--- config.mk ---
export PLATFORM = sky130hd
export DESIGN_NAME = rbsi_point
export DESIGN_NICKNAME = d
export VERILOG_FILES = /design/src/hdl/rbsi_pkg.sv /design/src/hdl/rbsi_point.sv
export SDC_FILE = /design/constraint.sdc
export NUM_CORES = 2
export LEC_CHECK = 0
export BUFFER_PORTS_ARGS = -buffer_cell sky130_fd_sc_hd__buf_4
export CORE_MARGIN = 1
export CORE_UTILIZATION = 55
export CTS_BUF_LIST = sky130_fd_sc_hd__clkbuf_4
export CTS_CLUSTER_DIAMETER = 30
export CTS_CLUSTER_SIZE = 8
export DETAILED_ROUTE_END_ITERATION = 10
export PLACE_DENSITY = 0.77
export SLEW_MARGIN = 15
export SYNTH_ARGS = -nofsm -noshare
export SYNTH_HDL_FRONTEND = slang
export SYNTH_SLANG_ARGS = --single-unit
--- constraint.sdc ---
create_clock -name clk_i -period 11.45 [get_ports clk_i]
set_input_delay 0 -clock clk_i [delete_from_list [all_inputs] [get_ports clk_i]]
set_output_delay 0 -clock clk_i [all_outputs]
set_load 0.02 [all_outputs]
--- src/hdl/rbsi_pkg.sv ---
// Package for the ray / box slab intersection pipeline: widths, types, stage indexes.
package rbsi_pkg;

  localparam int COORD_WIDTH = 32;
  localparam int FRAC_BITS   = 16;

  localparam int NUM_W   = COORD_WIDTH + FRAC_BITS;
  localparam int DIV_LAT = COORD_WIDTH;
  localparam int T_W     = COORD_WIDTH + 1;

  localparam int IN_W    = 12 * COORD_WIDTH;
  localparam int IN_TW   = ((IN_W + 7) / 8) * 8;
  localparam int OUT_W   = 1 + 3 * COORD_WIDTH;
  localparam int OUT_TW  = ((OUT_W + 7) / 8) * 8;

  localparam int IDX_T   = DIV_LAT + 2;
  localparam int IDX_M   = DIV_LAT + 3;
  localparam int IDX_C   = DIV_LAT + 4;
  localparam int IDX_P   = DIV_LAT + 5;
  localparam int IDX_Q   = DIV_LAT + 6;
  localparam int N_STG   = DIV_LAT + 7;

  typedef logic [COORD_WIDTH-1:0] coord_t;
  typedef logic signed [T_W-1:0]  dist_t;

  typedef struct packed {
    coord_t [2:0] o;
    coord_t [2:0] d;
    logic   [2:0] zero;
    logic   [2:0] neg_n;
    logic   [2:0] neg_f;
    logic         miss;
  } side_t;

endpackage

--- src/hdl/rbsi_point.sv ---
// Point along the ray on one axis: multiply, scale, add to origin, saturate; origin if d = 0, zero on a miss.
module rbsi_point (
  input  logic                                    clk_i,
  input  logic                                    en_i,
  input  logic                                    hit_i,
  input  logic [rbsi_pkg::COORD_WIDTH-2:0]        tmag_i,
  input  logic                                    tneg_i,
  input  logic [rbsi_pkg::COORD_WIDTH-1:0]        o_i,
  input  logic [rbsi_pkg::COORD_WIDTH-1:0]        d_i,
  output logic [rbsi_pkg::COORD_WIDTH-1:0]        point_o
);
  import rbsi_pkg::*;

  localparam int CW     = COORD_WIDTH;
  localparam int PROD_W = 2 * CW - 1;
  localparam int R_W    = PROD_W - FRAC_BITS;
  localparam int SUM_W  = R_W + 2;
  localparam int HB_W   = SUM_W - CW + 1;

  logic [CW-1:0]     dmag;
  logic [PROD_W-1:0] prod_d, prod_q;
  logic              sgn_q, zero_q, hit_q;
  coord_t            o_q;

  logic signed [SUM_W-1:0] o_ext, r_ext, v;
  logic [HB_W-1:0]         hb;
  coord_t                  sat, point_d, point_q;

  always_comb begin
    dmag   = d_i[CW-1] ? (~d_i + 1'b1) : d_i;
    prod_d = PROD_W'(tmag_i) * PROD_W'(dmag);
  end

  always_ff @(posedge clk_i) begin
    if (en_i) begin
      prod_q <= prod_d;
      sgn_q  <= tneg_i ^ d_i[CW-1];
      zero_q <= d_i == '0;
      hit_q  <= hit_i;
      o_q    <= o_i;
    end
  end

  always_comb begin
    o_ext = SUM_W'($signed(o_q));
    r_ext = $signed(SUM_W'(prod_q[PROD_W-1:FRAC_BITS]));
    v     = sgn_q ? (o_ext - r_ext) : (o_ext + r_ext);
    hb    = v[SUM_W-1:CW-1];
    if (hb == '0 || hb == '1) begin
      sat = v[CW-1:0];
    end else if (v[SUM_W-1]) begin
      sat = {1'b1, {(CW-1){1'b0}}};
    end else begin
      sat = {1'b0, {(CW-1){1'b1}}};
    end
    if (!hit_q) begin
      point_d = '0;
    end else if (zero_q) begin
      point_d = o_q;
    end else begin
      point_d = sat;
    end
  end

  always_ff @(posedge clk_i) begin
    if (en_i) begin
      point_q <= point_d;
    end
  end

  assign point_o = point_q;

endmodule

-- Word-level counts from Yosys, hierarchy flattened
Cells that the tools add are included.
Widths: inputs -> output; s select.
- register bits: 130
- word-level logic and storage cells: 21
- output and inout bits: 32
- input bits: 99
- bitwise logic cells: 2
- add/subtract/negate cells: 3
- muxes and demuxes: 5
- equal/unequal tests: 1
- multiply operators: 1
- reductions and logical operators: 3
- operators with widths (kind ; count):
    $mux 32 ; 4
    $mul 31x32->63 ; 1
    $add 32x48->49 ; 1
    $mux 49 ; 1
    $sub 32x48->49 ; 1
    $add 32x1->32 const B ; 1
    $logic_not 32->1 ; 1
    $not 32->32 ; 1
    $eq 18x18->1 const B ; 1
    $logic_not 18->1 ; 1
    $logic_or 1x1->1 ; 1
    $xor 1x1->1 ; 1

-- Logic depth before layout (Yosys ltp)
- depth in word-level cells: 6
- gate-level depth with buffers: 40
- mapped depth without buffers: 38

-- Worst setup path before layout
OpenSTA, ideal clock, no wires.
- path kind: in2reg
- start point: input d_i[3] (netlist bit)
- end point: register prod_q[62] (data pin)
- arrival: 9.376 ns
- stages on the path: 36
- data required time: 11.190 ns
- slack: 1.814 ns
- path buffers: 2
- setup time: 0.260 ns
- cells stage by stage: nor4_1 nand2b_1 or3_1 or4_1 or4_1 or3_1 o41ai_2 xnor2_1 clkbuf_1 and2_1 fa_1 fa_1 fa_1 inv_1 fa_1 inv_1 fa_1 fa_1 fa_1 inv_1 fa_1 inv_1 ha_1 clkbuf_1 a21o_1 a21o_1 a21oi_1 o21ai_0 a21oi_1 nand3_1 a31o_2 a211o_1 a41o_1 a21oi_1 o21ba_2 xnor2_1
- word-level cells in the longest chain between the ends: 4
- ends and longest elaborated chain (what ; RTL line ; text):
    from (decl) ; rbsi_point.sv:9 ; input logic [rbsi_pkg::COORD_WIDTH-1:0] d_i,
    $not 32->32 ; rbsi_point.sv:30 ; dmag = d_i[CW-1] ? (~d_i + 1'b1) : d_i;
    $add 32x1->32 ; rbsi_point.sv:30 ;
    $mux 32 (*) ; rbsi_point.sv:30 ;
    $mul 31x32->63 (*) ; rbsi_point.sv:31 ; prod_d = PROD_W'(tmag_i) * PROD_W'(dmag);
    named net prod_d[62] ; rbsi_point.sv:21 ; logic [PROD_W-1:0] prod_d, prod_q;
    to (signal assigned) ; rbsi_point.sv:36 ; prod_q <= prod_d;
    to (decl) ; rbsi_point.sv:21 ;
Mark *: on every way through the listed nets, which the timed path passes. The rest lies on a longest branch.
A chain may end at the register's enable or synchronous reset.

-- Final worst setup path
Ends and elaborated chain as after synthesis.

==> impl_metrics.env <==
export IMPL_status="complete, no violations"
export IMPL_post_cts_resized=0
export IMPL_dieArea_um2=73700
export IMPL_cp_end_kind="flop"
export IMPL_final_period_utilization_pct=87.6
export IMPL_synth_seq_area_share_pct=8.57
export IMPL_gp_congestion=0.973
export IMPL_h_tree_depth=4
export IMPL_row_count=98
export IMPL_final_common_cell="fa_1"
export IMPL_antenna_left=0
export IMPL_tightest_slew_ns=1.28
export IMPL_final_core_util_pct=59.2
export IMPL_grt_pass1_wl_um=172000
export IMPL_drive_above_1_share_pct=6.54
export IMPL_cp_max_fo=11
export IMPL_max_freq_mhz=99.6
export IMPL_synth_seq_cells=114
export IMPL_critPathTopFamily="adder cells"
export IMPL_synth_flop_cell="edfxtp_1"
export IMPL_synth_edf_count=114
export IMPL_gr_usage_all_layers_pct=30.0
export IMPL_path_buf_inv=3
export IMPL_fillers=6085
export IMPL_place_hpwl_um=83500
export IMPL_io_pins=131
export IMPL_cts_tree="yes"
export IMPL_cap_violations=0
export IMPL_synth_area_um2=39900
export IMPL_via_per_inst=5.67
export IMPL_clockBufferDepth=2
export IMPL_fin_nets=5583
export IMPL_io_buffers=130
export IMPL_start_util_pct=55.8
export IMPL_relSlewSlack_pct=14.4
export IMPL_rsz0062_at_grt="no"
export IMPL_synth_cell_type_count=87
export IMPL_critPathSlowestCell="fa_1"
export IMPL_ys_async_sr_fraction_pct=0
export IMPL_cp_common_cell="fa_1"
export IMPL_synth_nets=5591
export IMPL_die_w_um=271
export IMPL_numCtsBuffers=17
export IMPL_crit_path_max_incr_delay_ns=0.56
export IMPL_hold_viol=0
export IMPL_grt_pass1_vias=32191
export IMPL_cp_data_arrival_time_ns=10.35
export IMPL_initialDrtViolationCount=2214
export IMPL_worstSkewPairLatency_ns=0.58
export IMPL_clkTransAtPathRegs_ns=0.10
export IMPL_drt_pass1_iterations=7
export IMPL_die_y_um=271
export IMPL_clock_sinks=114
export IMPL_cts_root_buf="clkbuf_4"
export IMPL_hp_class="in -> reg"
export IMPL_core_um2=71600
export IMPL_synth_cells=4323
export IMPL_skew_ns=0.0301
export IMPL_grt_max_degree=65
export IMPL_vias=29933
export IMPL_postSynthAreaPerCell_um2=9.24
export IMPL_timing_setup_tns_ns=0
export IMPL_ys_warnings_count=0
export IMPL_finalMaxSlewViolations=0
export IMPL_setup_violations=0
export IMPL_grt_remaining_overflow=0
export IMPL_cp_start_kind="primary input"
export IMPL_cts_setup_buffers=0
export IMPL_path_class="in -> reg"
export IMPL_antenna_found_initial=3
export IMPL_most_common_layout_cells="fa_1 (866), inv_1 (855), nand2_1 (566), and2_1 (512), ha_1 (303)"
export IMPL_drc=0
export IMPL_min_period_ns=10.04
export IMPL_syn_to_final_growth_pct=6.10
export IMPL_routed_wl_um=107000
export IMPL_wl_per_cell_um=20.2
export IMPL_required_ns=11.76
## flip-flops by register name, summed over array words and instances, names as in the netlist
name	cells
sgn_q	1
hit_q	1
point_o	32
o_q	32
zero_q	1
prod_q	47
## layer usage
layer	share of wire, %	wire, um	vias up	track usage (%)
met4	2.9	3060	2	8.65
met2	45	48100	1454	47.6
met5	0.012	13	-	0
met3	11	11700	227	7.36
met1	41	43700	15106	41.0
li1	-	-	13144	-
## worst paths after layout
check / slack [ns] / cells past startpoint / startpoint / endpoint
max: 1.41 / 32 / d_i[3] / prod_q[62]
min: 0.11 / 4 / d_i[27] / zero_q
max reg2reg: 4.08 / 23 / prod_q[18] / point_o[5]
min reg2reg: 0.63 / 2 / hit_q / point_o[31]
## repair_timing
action	CTS	global route
endpoints found under the hold margin	85	0
hold buffers	37	0
endpoints found under the setup margin	0	0
## synthesized netlist by cell type (3+ instances only)
cell / n / share of area (%)
a2111oi_0: 3 / 0.066
a211o_1: 3 / 0.066
a211oi_1: 7 / 0.13
a21boi_0: 5 / 0.094
a21o_1: 39 / 0.73
a21oi_1: 137 / 1.7
a221oi_1: 8 / 0.18
a221oi_2: 4 / 0.15
a311oi_1: 5 / 0.11
a311oi_2: 23 / 0.86
a31oi_1: 8 / 0.13
and2_1: 512 / 8.0
and3_1: 12 / 0.19
and4_1: 4 / 0.088
buf_1: 3 / 0.028
buf_2: 18 / 0.23
buf_6: 4 / 0.11
clkbuf_1: 205 / 1.9
edfxtp_1: 114 / 8.6
fa_1: 866 / 43
ha_1: 303 / 9.5
inv_1: 856 / 8.0
nand2_1: 566 / 5.3
nand2b_1: 20 / 0.31
nand3_1: 21 / 0.26
nand4_1: 27 / 0.42
nor2_1: 124 / 1.2
nor2b_1: 15 / 0.24
nor3_1: 33 / 0.41
nor4_1: 21 / 0.33
o211a_1: 4 / 0.10
o211ai_1: 7 / 0.13
o21a_1: 10 / 0.19
o21ai_0: 64 / 0.80
o21ai_1: 6 / 0.075
o21bai_1: 12 / 0.23
o221ai_1: 3 / 0.066
o31ai_1: 9 / 0.17
o41ai_1: 5 / 0.11
or2_2: 5 / 0.078
or3_1: 12 / 0.19
or4_1: 5 / 0.094
xnor2_1: 114 / 2.5
xor2_1: 47 / 1.0
## cell families (layout without fill, tap and decap cells)
| kind of cell | Yosys count | in the layout | synth area share [%] |
|---|---|---|---|
| xor gates and xnor gates | 162 | 162 | 3.57 |
| AOI/OAI and AO/OA | 391 | 391 | 6.93 |
| DFF | 114 | 114 | 8.57 |
| other | 0 | 1 | 0 |
| buffers and inverters | 1089 | 1094 | 10.4 |
| muxes | 3 | 3 | 0.0783 |
| and+or+nand+nor | 1395 | 1395 | 17.5 |
| adders and majority gates | 1169 | 1169 | 52.9 |
## cell type report
cell class	count	area (um^2)	share of cell area (%)
flip-flops and latches	114	3420	8.08
repair buffers	205	1630	3.85
multi-input cells	3120	32600	77.0
clock buffers	18	135	0.319
diodes	1	2.50	0.00591
clock inverters	14	154	0.363
inverters	857	3220	7.59
well taps	950	1190	2.81
## tightest hold or removal path: stages
cell,delay [ns]
buf_4,0.11
nor4_1,0.07
nand2b_1,0.13
nor3b_1,0.16
## through the flow
step	std cells	setup slack [ns]	hold WS [ns]	area, um^2
global route	5279	0.932	0.0993	42400
global placement	5209	1.06	0.179	41700
CTS	5278	1.52	0.0438	42300
floorplan	4323	1.81	0.0989	39900
detailed placement	5209	0.910	0.180	41700
finish	5279	1.41	0.110	42400
Power is not shown: default switching activity piles up to over one toggle a cycle in this logic, so the estimate is an artifact.
