### src/hdl/rbsi_pkg.sv
// Package for the ray / box slab intersection pipeline: widths, types, stage indexes.
package rbsi_pkg;

  localparam int COORD_WIDTH = 32;
  localparam int FRAC_BITS   = 16;

  localparam int NUM_W   = COORD_WIDTH + FRAC_BITS;
  localparam int DIV_LAT = COORD_WIDTH;
  localparam int T_W     = COORD_WIDTH + 1;

  localparam int IN_W    = 12 * COORD_WIDTH;
  localparam int IN_TW   = ((IN_W + 7) / 8) * 8;
  localparam int OUT_W   = 1 + 3 * COORD_WIDTH;
  localparam int OUT_TW  = ((OUT_W + 7) / 8) * 8;

  localparam int IDX_T   = DIV_LAT + 2;
  localparam int IDX_M   = DIV_LAT + 3;
  localparam int IDX_C   = DIV_LAT + 4;
  localparam int IDX_P   = DIV_LAT + 5;
  localparam int IDX_Q   = DIV_LAT + 6;
  localparam int N_STG   = DIV_LAT + 7;

  typedef logic [COORD_WIDTH-1:0] coord_t;
  typedef logic signed [T_W-1:0]  dist_t;

  typedef struct packed {
    coord_t [2:0] o;
    coord_t [2:0] d;
    logic   [2:0] zero;
    logic   [2:0] neg_n;
    logic   [2:0] neg_f;
    logic         miss;
  } side_t;

endpackage

### src/hdl/rbsi_div.sv
// Pipelined restoring divider, one quotient bit per stage, with overflow flag.
module rbsi_div (
  input  logic                              clk_i,
  input  logic                              en_i,
  input  logic [rbsi_pkg::NUM_W-1:0]        num_i,
  input  logic [rbsi_pkg::COORD_WIDTH-1:0]  den_i,
  output logic [rbsi_pkg::COORD_WIDTH-2:0]  quo_o,
  output logic                              over_o
);
  import rbsi_pkg::*;

  localparam int CW    = COORD_WIDTH;
  localparam int HI_W  = NUM_W - CW + 1;
  localparam int CMP_W = HI_W + CW;

  logic [CW-1:0] rem_q  [CW];
  logic [CW-1:0] den_q  [CW];
  logic [CW-2:0] low_q  [CW];
  logic [CW-2:0] quo_q  [CW];
  logic          over_q [CW];

  logic [CMP_W-1:0] hi_ext, den_ext;
  logic             over_d;

  always_comb begin
    hi_ext  = CMP_W'(num_i[NUM_W-1:CW-1]);
    den_ext = CMP_W'(den_i);
    over_d  = hi_ext >= den_ext;
  end

  always_ff @(posedge clk_i) begin
    if (en_i) begin
      over_q[0] <= over_d;
      rem_q[0]  <= over_d ? '0 : hi_ext[CW-1:0];
      den_q[0]  <= den_i;
      low_q[0]  <= num_i[CW-2:0];
      quo_q[0]  <= '0;
    end
  end

  for (genvar k = 1; k < CW; k++) begin : g_stage
    localparam int B = CW - 1 - k;
    logic [CW:0] shf, dif;
    logic        ge;
    always_comb begin
      shf = {rem_q[k-1], low_q[k-1][B]};
      dif = shf - {1'b0, den_q[k-1]};
      ge  = shf >= {1'b0, den_q[k-1]};
    end
    always_ff @(posedge clk_i) begin
      if (en_i) begin
        over_q[k] <= over_q[k-1];
        rem_q[k]  <= ge ? dif[CW-1:0] : shf[CW-1:0];
        den_q[k]  <= den_q[k-1];
        low_q[k]  <= low_q[k-1];
        quo_q[k]  <= quo_q[k-1] | ((CW-1)'(ge) << B);
      end
    end
  end

  assign quo_o  = quo_q[CW-1];
  assign over_o = over_q[CW-1];

endmodule

### config.mk
export PLATFORM = sky130hd
export DESIGN_NAME = rbsi_div
export DESIGN_NICKNAME = d
export VERILOG_FILES = /design/src/hdl/rbsi_pkg.sv /design/src/hdl/rbsi_div.sv
export SDC_FILE = /design/constraint.sdc
export NUM_CORES = 2
export LEC_CHECK = 0
export BUFFER_PORTS_ARGS = -buffer_cell sky130_fd_sc_hd__buf_2
export CAP_MARGIN = 20
export CORE_MARGIN = 2
export CORE_UTILIZATION = 50
export CTS_CLUSTER_SIZE = 10
export DETAILED_ROUTE_END_ITERATION = 12
export MAX_ROUTING_LAYER = met4
export PLACE_DENSITY = 0.71
export SYNTH_ARGS = -nofsm -noshare
export SYNTH_HDL_FRONTEND = slang
export SYNTH_SLANG_ARGS = --single-unit
### constraint.sdc
create_clock -name clk_i -period 3.2 [get_ports clk_i]
set_input_delay 0.16 -clock clk_i [delete_from_list [all_inputs] [get_ports clk_i]]
set_output_delay 0.16 -clock clk_i [all_outputs]
set_load 0.02 [all_outputs]
# == After elaboration in Yosys (flattened, before gate mapping) ==
# Memory sizes are Yosys's and may differ from the RTL's.
# Index checks and enable logic that the tools add are counted.
# op_classes
add_sub_neg,31
order_cmp,32
muxes,34
bitwise,31
# op_table
op,count
greater-or-equal comparator 33 x 32 -> 1 bit,31
2-to-1 mux 32 bit,31
subtractor 32 bit,31
greater-or-equal comparator 17 x 32 -> 1 bit,1
OR 31 x 1 -> 31 bit,1
OR 31 x 10 -> 31 bit,1
OR 31 x 11 -> 31 bit,1
OR 31 x 12 -> 31 bit,1
OR 31 x 13 -> 31 bit,1
OR 31 x 14 -> 31 bit,1
OR 31 x 15 -> 31 bit,1
OR 31 x 16 -> 31 bit,1
OR 31 x 17 -> 31 bit,1
OR 31 x 18 -> 31 bit,1
OR 31 x 19 -> 31 bit,1
OR 31 x 2 -> 31 bit,1
OR 31 x 20 -> 31 bit,1
OR 31 x 21 -> 31 bit,1
OR 31 x 22 -> 31 bit,1
OR 31 x 23 -> 31 bit,1
OR 31 x 24 -> 31 bit,1
OR 31 x 25 -> 31 bit,1
OR 31 x 26 -> 31 bit,1
OR 31 x 27 -> 31 bit,1
13 further kinds,14
# totals
mem_bits_rw,4064
input_bits,82
n_memories,5
regBits,0
# memory_table
name,words,word_bits,rd,rd_clocked_by_memory_dff,wr,line,source
den_q,32,32,31,0,32,rbsi_div.sv:17,logic [CW-1:0] den_q [CW];
rem_q,32,32,31,0,32,rbsi_div.sv:16,logic [CW-1:0] rem_q [CW];
low_q,32,31,31,0,32,rbsi_div.sv:18,logic [CW-2:0] low_q [CW];
quo_q,32,31,32,0,32,rbsi_div.sv:19,logic [CW-2:0] quo_q [CW];
over_q,32,1,32,0,32,rbsi_div.sv:20,logic over_q [CW];

# == Logic depth before layout (Yosys ltp) ==
# An unclocked memory read counts as a cell.
# depth
depth_word,3
depth_mapped,15
ltp_nobuf,13

# == Worst setup path before layout ==
# Ideal clock, no wire load.
# synth_timing
path_type,register -> register
from,mem den_q[6][1] (netlist bit)
to,mem rem_q[3][37] (netlist bit) (data pin)
setup_ps,260
setup_slack_ps,-142
path_stages_with_launch,15
t_required_ps,2940
n_path_buf,2
t_arrival_ps,3082
cell_sequence,edfxtp_1 -> inv_1 -> ha_1 -> nor2b_1 -> o21ai_1 -> a21boi_1 -> o311a_1 -> o211ai_2 -> a311oi_1 -> o21ba_2 -> o31ai_4 -> and2_1 -> buf_2 -> buf_4 -> mux2_2
# synth_rtl
element,line
start: declaration,rbsi_div.sv:17
end: declaration,rbsi_div.sv:16

==> metrics.md <==
| Metric | Value |
|---|---|
| Ys flop type | `edfxtp_1` |
| Hold Path Cell Cnt | `3` |
| Fmax achieved | `between 200 and 300 MHz` |
| Skew-Pair Late Insertion Delay | `approximately 0.94 ns` |
| Slew Limit Fails | `0` |
| Area of the mapped netlist | `154,000 um^2` |
| Leakage power | `0.0791 uW` |
| Period utilization | `110%` |
| Multi-input logic area | `61,900 um^2` |
| Worst R2R Setup Slack | `-0.33 ns` |
| Worst-path clk slew | `0.06 ns` |
| IR drop worst, VDD | `0.000535 V` |
| Slew margin rel. | `between 30% and 40%` |
| Detailed Route WL | `371,000 um` |
| Fin. Hold Viols | `0` |
| Area post-placement | `roughly 170,000 um^2` |
| FF-to-FF End | `rem_q[8][49]` |
| Row count | `203` |
| Reg2reg start | `den_q[16][1]` |
| Total gr overflow | `0` |
| Num CTS Buffers | `351` |
| Hpwl dp | `266,000 um` |
| Finished Layout Cells | `19,000` |
| Seq/Total Area, Yosys | `58.4%` |
| Largest net degree at the start of global routing | `176` |
| Proportion of layout cells with a drive suffix above 1 | `23.4%` |
| Die Wd | `559 um` |
| Cells after synthesis | `12,600` |
| Vias/cell | `5.51` |
| Routed Antenna Nets | `0` |
| TNS Setup | `-54.91 ns` |
| Failing checks | `negative setup slack` |
| Remaining DRCs | `0` |
| Status | `finished with violations` |
| Worst setup EP type | `flop` |
| #FFs+latches synth | `2,993` |
| Worst Path Max Fanout | `6` |
| Initial Util | `50.3%` |
| Maxcap violations | `0` |
| DR pass1 iterations | `6` |
| Core area | `306,000 um^2` |
| Final setup margin | `-0.332 ns` |
| Power per cell area | `1010 nW/um^2` |
| Fin nets | `15,900` |
| Placed Instances | `18,200` |
| Starting DRC count in detailed routing | `between 8,000 and 9,000` |
| Critical Path RT | `3.87 ns` |
| Syn_nets | `13,700` |
| Global-route wire length before repair | `563,000 um` |
| Register area | `89,900 um^2` |
| Fillers | `23,200` |
| WS Path Type | `flop to flop` |
| RSZ-0062 raised after global routing | `true` |
| HP Start | `num_i[46]` |
| Netlist cell types | `between 100 and 150` |
| GRT Util Overall | `23.6%` |
| R2r worst-path depth | `14` |
| Hold endpoint | `rem_q[0][15]` |
| Vias | `between 100k and 150k` |
| Chip Height | `between 500 and 600 um` |
| CTS tree | `yes` |
| Min Tclk post-route | `3.53 ns` |
| Worst Path Arrival | `between 4 and 5 ns` |
| Port Buffers | `113` |
| Setup violations, final | `435` |
| CTS H-tree depth | `5` |
| Fin area | `190,000 um^2` |
| Startpoint types | `flop` |
| Vias in the first global route | `102,000` |
| Wirelength per Cell | `19.5 um` |
| Clock Skew | `0.0771 ns` |
| Die ar. | `312,000 um^2` |
| Fin util | `62.2%` |
| Max Buffers Root-to-Sink | `4` |
| Area growth from synthesis to layout | `23.7%` |
| Root Buffer | `clkbuf_16` |
| Antenna violations before repair | `4` |
| # IOs | `around 110` |
| Worst slew pin tran | `a little over 1 ns` |
| Asr flop ratio synth | `0%` |
| Hold crit path type | `primary input to flop` |
| EDFF count, synth | `2,993` |
| Syn Area/Cell | `12.2 um^2` |
| Clock sinks | `2,993` |
| Final Wtd Congestion | `0.959` |
| Number of warnings issued by yosys | `0` |
-- flip-flops by register name, summed over array words and instances (netlist names) --
| signal | cells |
|---|---|
| rem_q | 977 |
| over_q | 32 |
| low_q | 496 |
| quo_q | 496 |
| den_q | 992 |
-- synth_stat cells, types with 112 or more instances --
library cell  number  area share (%)
a21o_1           489             2.4
nor3_1           133            0.43
inv_1           1246             3.0
o21a_1           138            0.67
nor2b_1          135            0.55
edfxtp_1        2993              58
xnor2_1          463             2.6
nand4_1          151            0.61
o21ai_0          805             2.6
o21bai_1         112            0.55
nand2_1          858             2.1
ha_1             995             8.1
nand3_1          199            0.65
xor2_1           319             1.8
clkbuf_1         205            0.50
a21oi_1          919             3.0
mux2_2           298             2.2
nand2b_1         130            0.53
nor2_1           629             1.5
-- worst max-delay path by stage --
stage	depth (start not counted)	start	slack, ns	end
4_1_cts	13	rem_q[3][32]	-0.24	rem_q[4][18]
5_1_grt	14	den_q[16][1]	-0.39	rem_q[8][49]
3_5_place_dp	12	rem_q[9][42]	-0.37	rem_q[10][3]
2_1_floorplan	14	den_q[6][1]	-0.07	rem_q[3][37]
6_report	14	den_q[16][1]	-0.33	rem_q[8][49]
3_3_place_gp	13	den_q[19][6]	-0.31	rem_q[10][3]
-- cell type report --
class	count	area share (%)
Clock buffer	400	4.76
Sequential cell	2993	47.2
Inverter	1249	2.47
Antenna cell	2	0.00263
Tap cell	4100	2.69
Timing Repair Buffer	2204	9.92
Multi-Input combinational cell	8042	32.5
Clock inverter	58	0.423
-- cells by family after synthesis --
logic type	count (synthesis)	synth area share (%)
flip-flops	2993	58.4
multiplexers	428	3.29
XOR/XNOR	782	4.45
AND/OR/NAND/NOR	2591	7.98
buffers and inverters	1578	4.06
AO/OA/AOI/OAI	3216	13.3
adder cells (fa/ha/maj)	1025	8.48
-- cells in the final DEF, fill, tap and decap left out, types with 462 or more instances in the layout --
| master | synthesis | routed |
|---|---|---|
| inv_1 | 1246 | 1215 |
| ha_1 | 995 | 910 |
| nor2_1 | 629 | 601 |
| xnor2_1 | 463 | 462 |
| buf_4 | 48 | 1738 |
| edfxtp_1 | 2993 | 2993 |
| nand2_1 | 858 | 836 |
| a21o_1 | 489 | 487 |
| o21ai_0 | 805 | 682 |
| a21oi_1 | 919 | 856 |
-- critical path, cell delays in order, from the launching register on --
cell and delay, ns:
edfxtp_1 0.45, inv_2 0.10, ha_4 0.20, nor2b_4 0.12
o31a_1 0.29, o31a_1 0.33, o21a_2 0.25, o31ai_4 0.30
o2111a_2 0.30, nor2_4 0.05, a31oi_4 0.20, o21ai_4 0.12
buf_12 0.17, buf_16 0.14, mux2_2 0.27
-- where the power goes --
group	total (uW)	internal [uW]	switching, uW
Combinational	95000	48400	46600
Sequential	62300	55800	6430
Clock	35500	20300	15200
-- layer usage --
layer	global-route usage (%)	routed length, um
met1	28.4	151000
met2	40.4	186000
met3	2.57	16900
met4	9.98	17300
met5	-	0
-- per-stage QoR --
step | hold WS, ns | setup WS, ns | power (uW)
5_1_grt | 0.0482 | -0.392 | 204000
4_1_cts | 0.000515 | -0.238 | 187000
3_5_place_dp | 0.338 | -0.367 | 145000
6_report | 0.0771 | -0.332 | 193000
2_1_floorplan | 0.259 | -0.0655 | 114000
3_3_place_gp | 0.338 | -0.310 | 144000
-- repair_timing --
item / 4_1_cts / 5_1_grt
endpoints found under the setup margin: 829 / 948
pin swaps: 152 / 291
gates cloned: 31 / 23
buffers inserted: 109 / 168
gates resized for setup: 429 / 632
hold buffers: 148 / 0
endpoints found under the hold margin: 417 / 0
(Power assumes the default switching activity.)
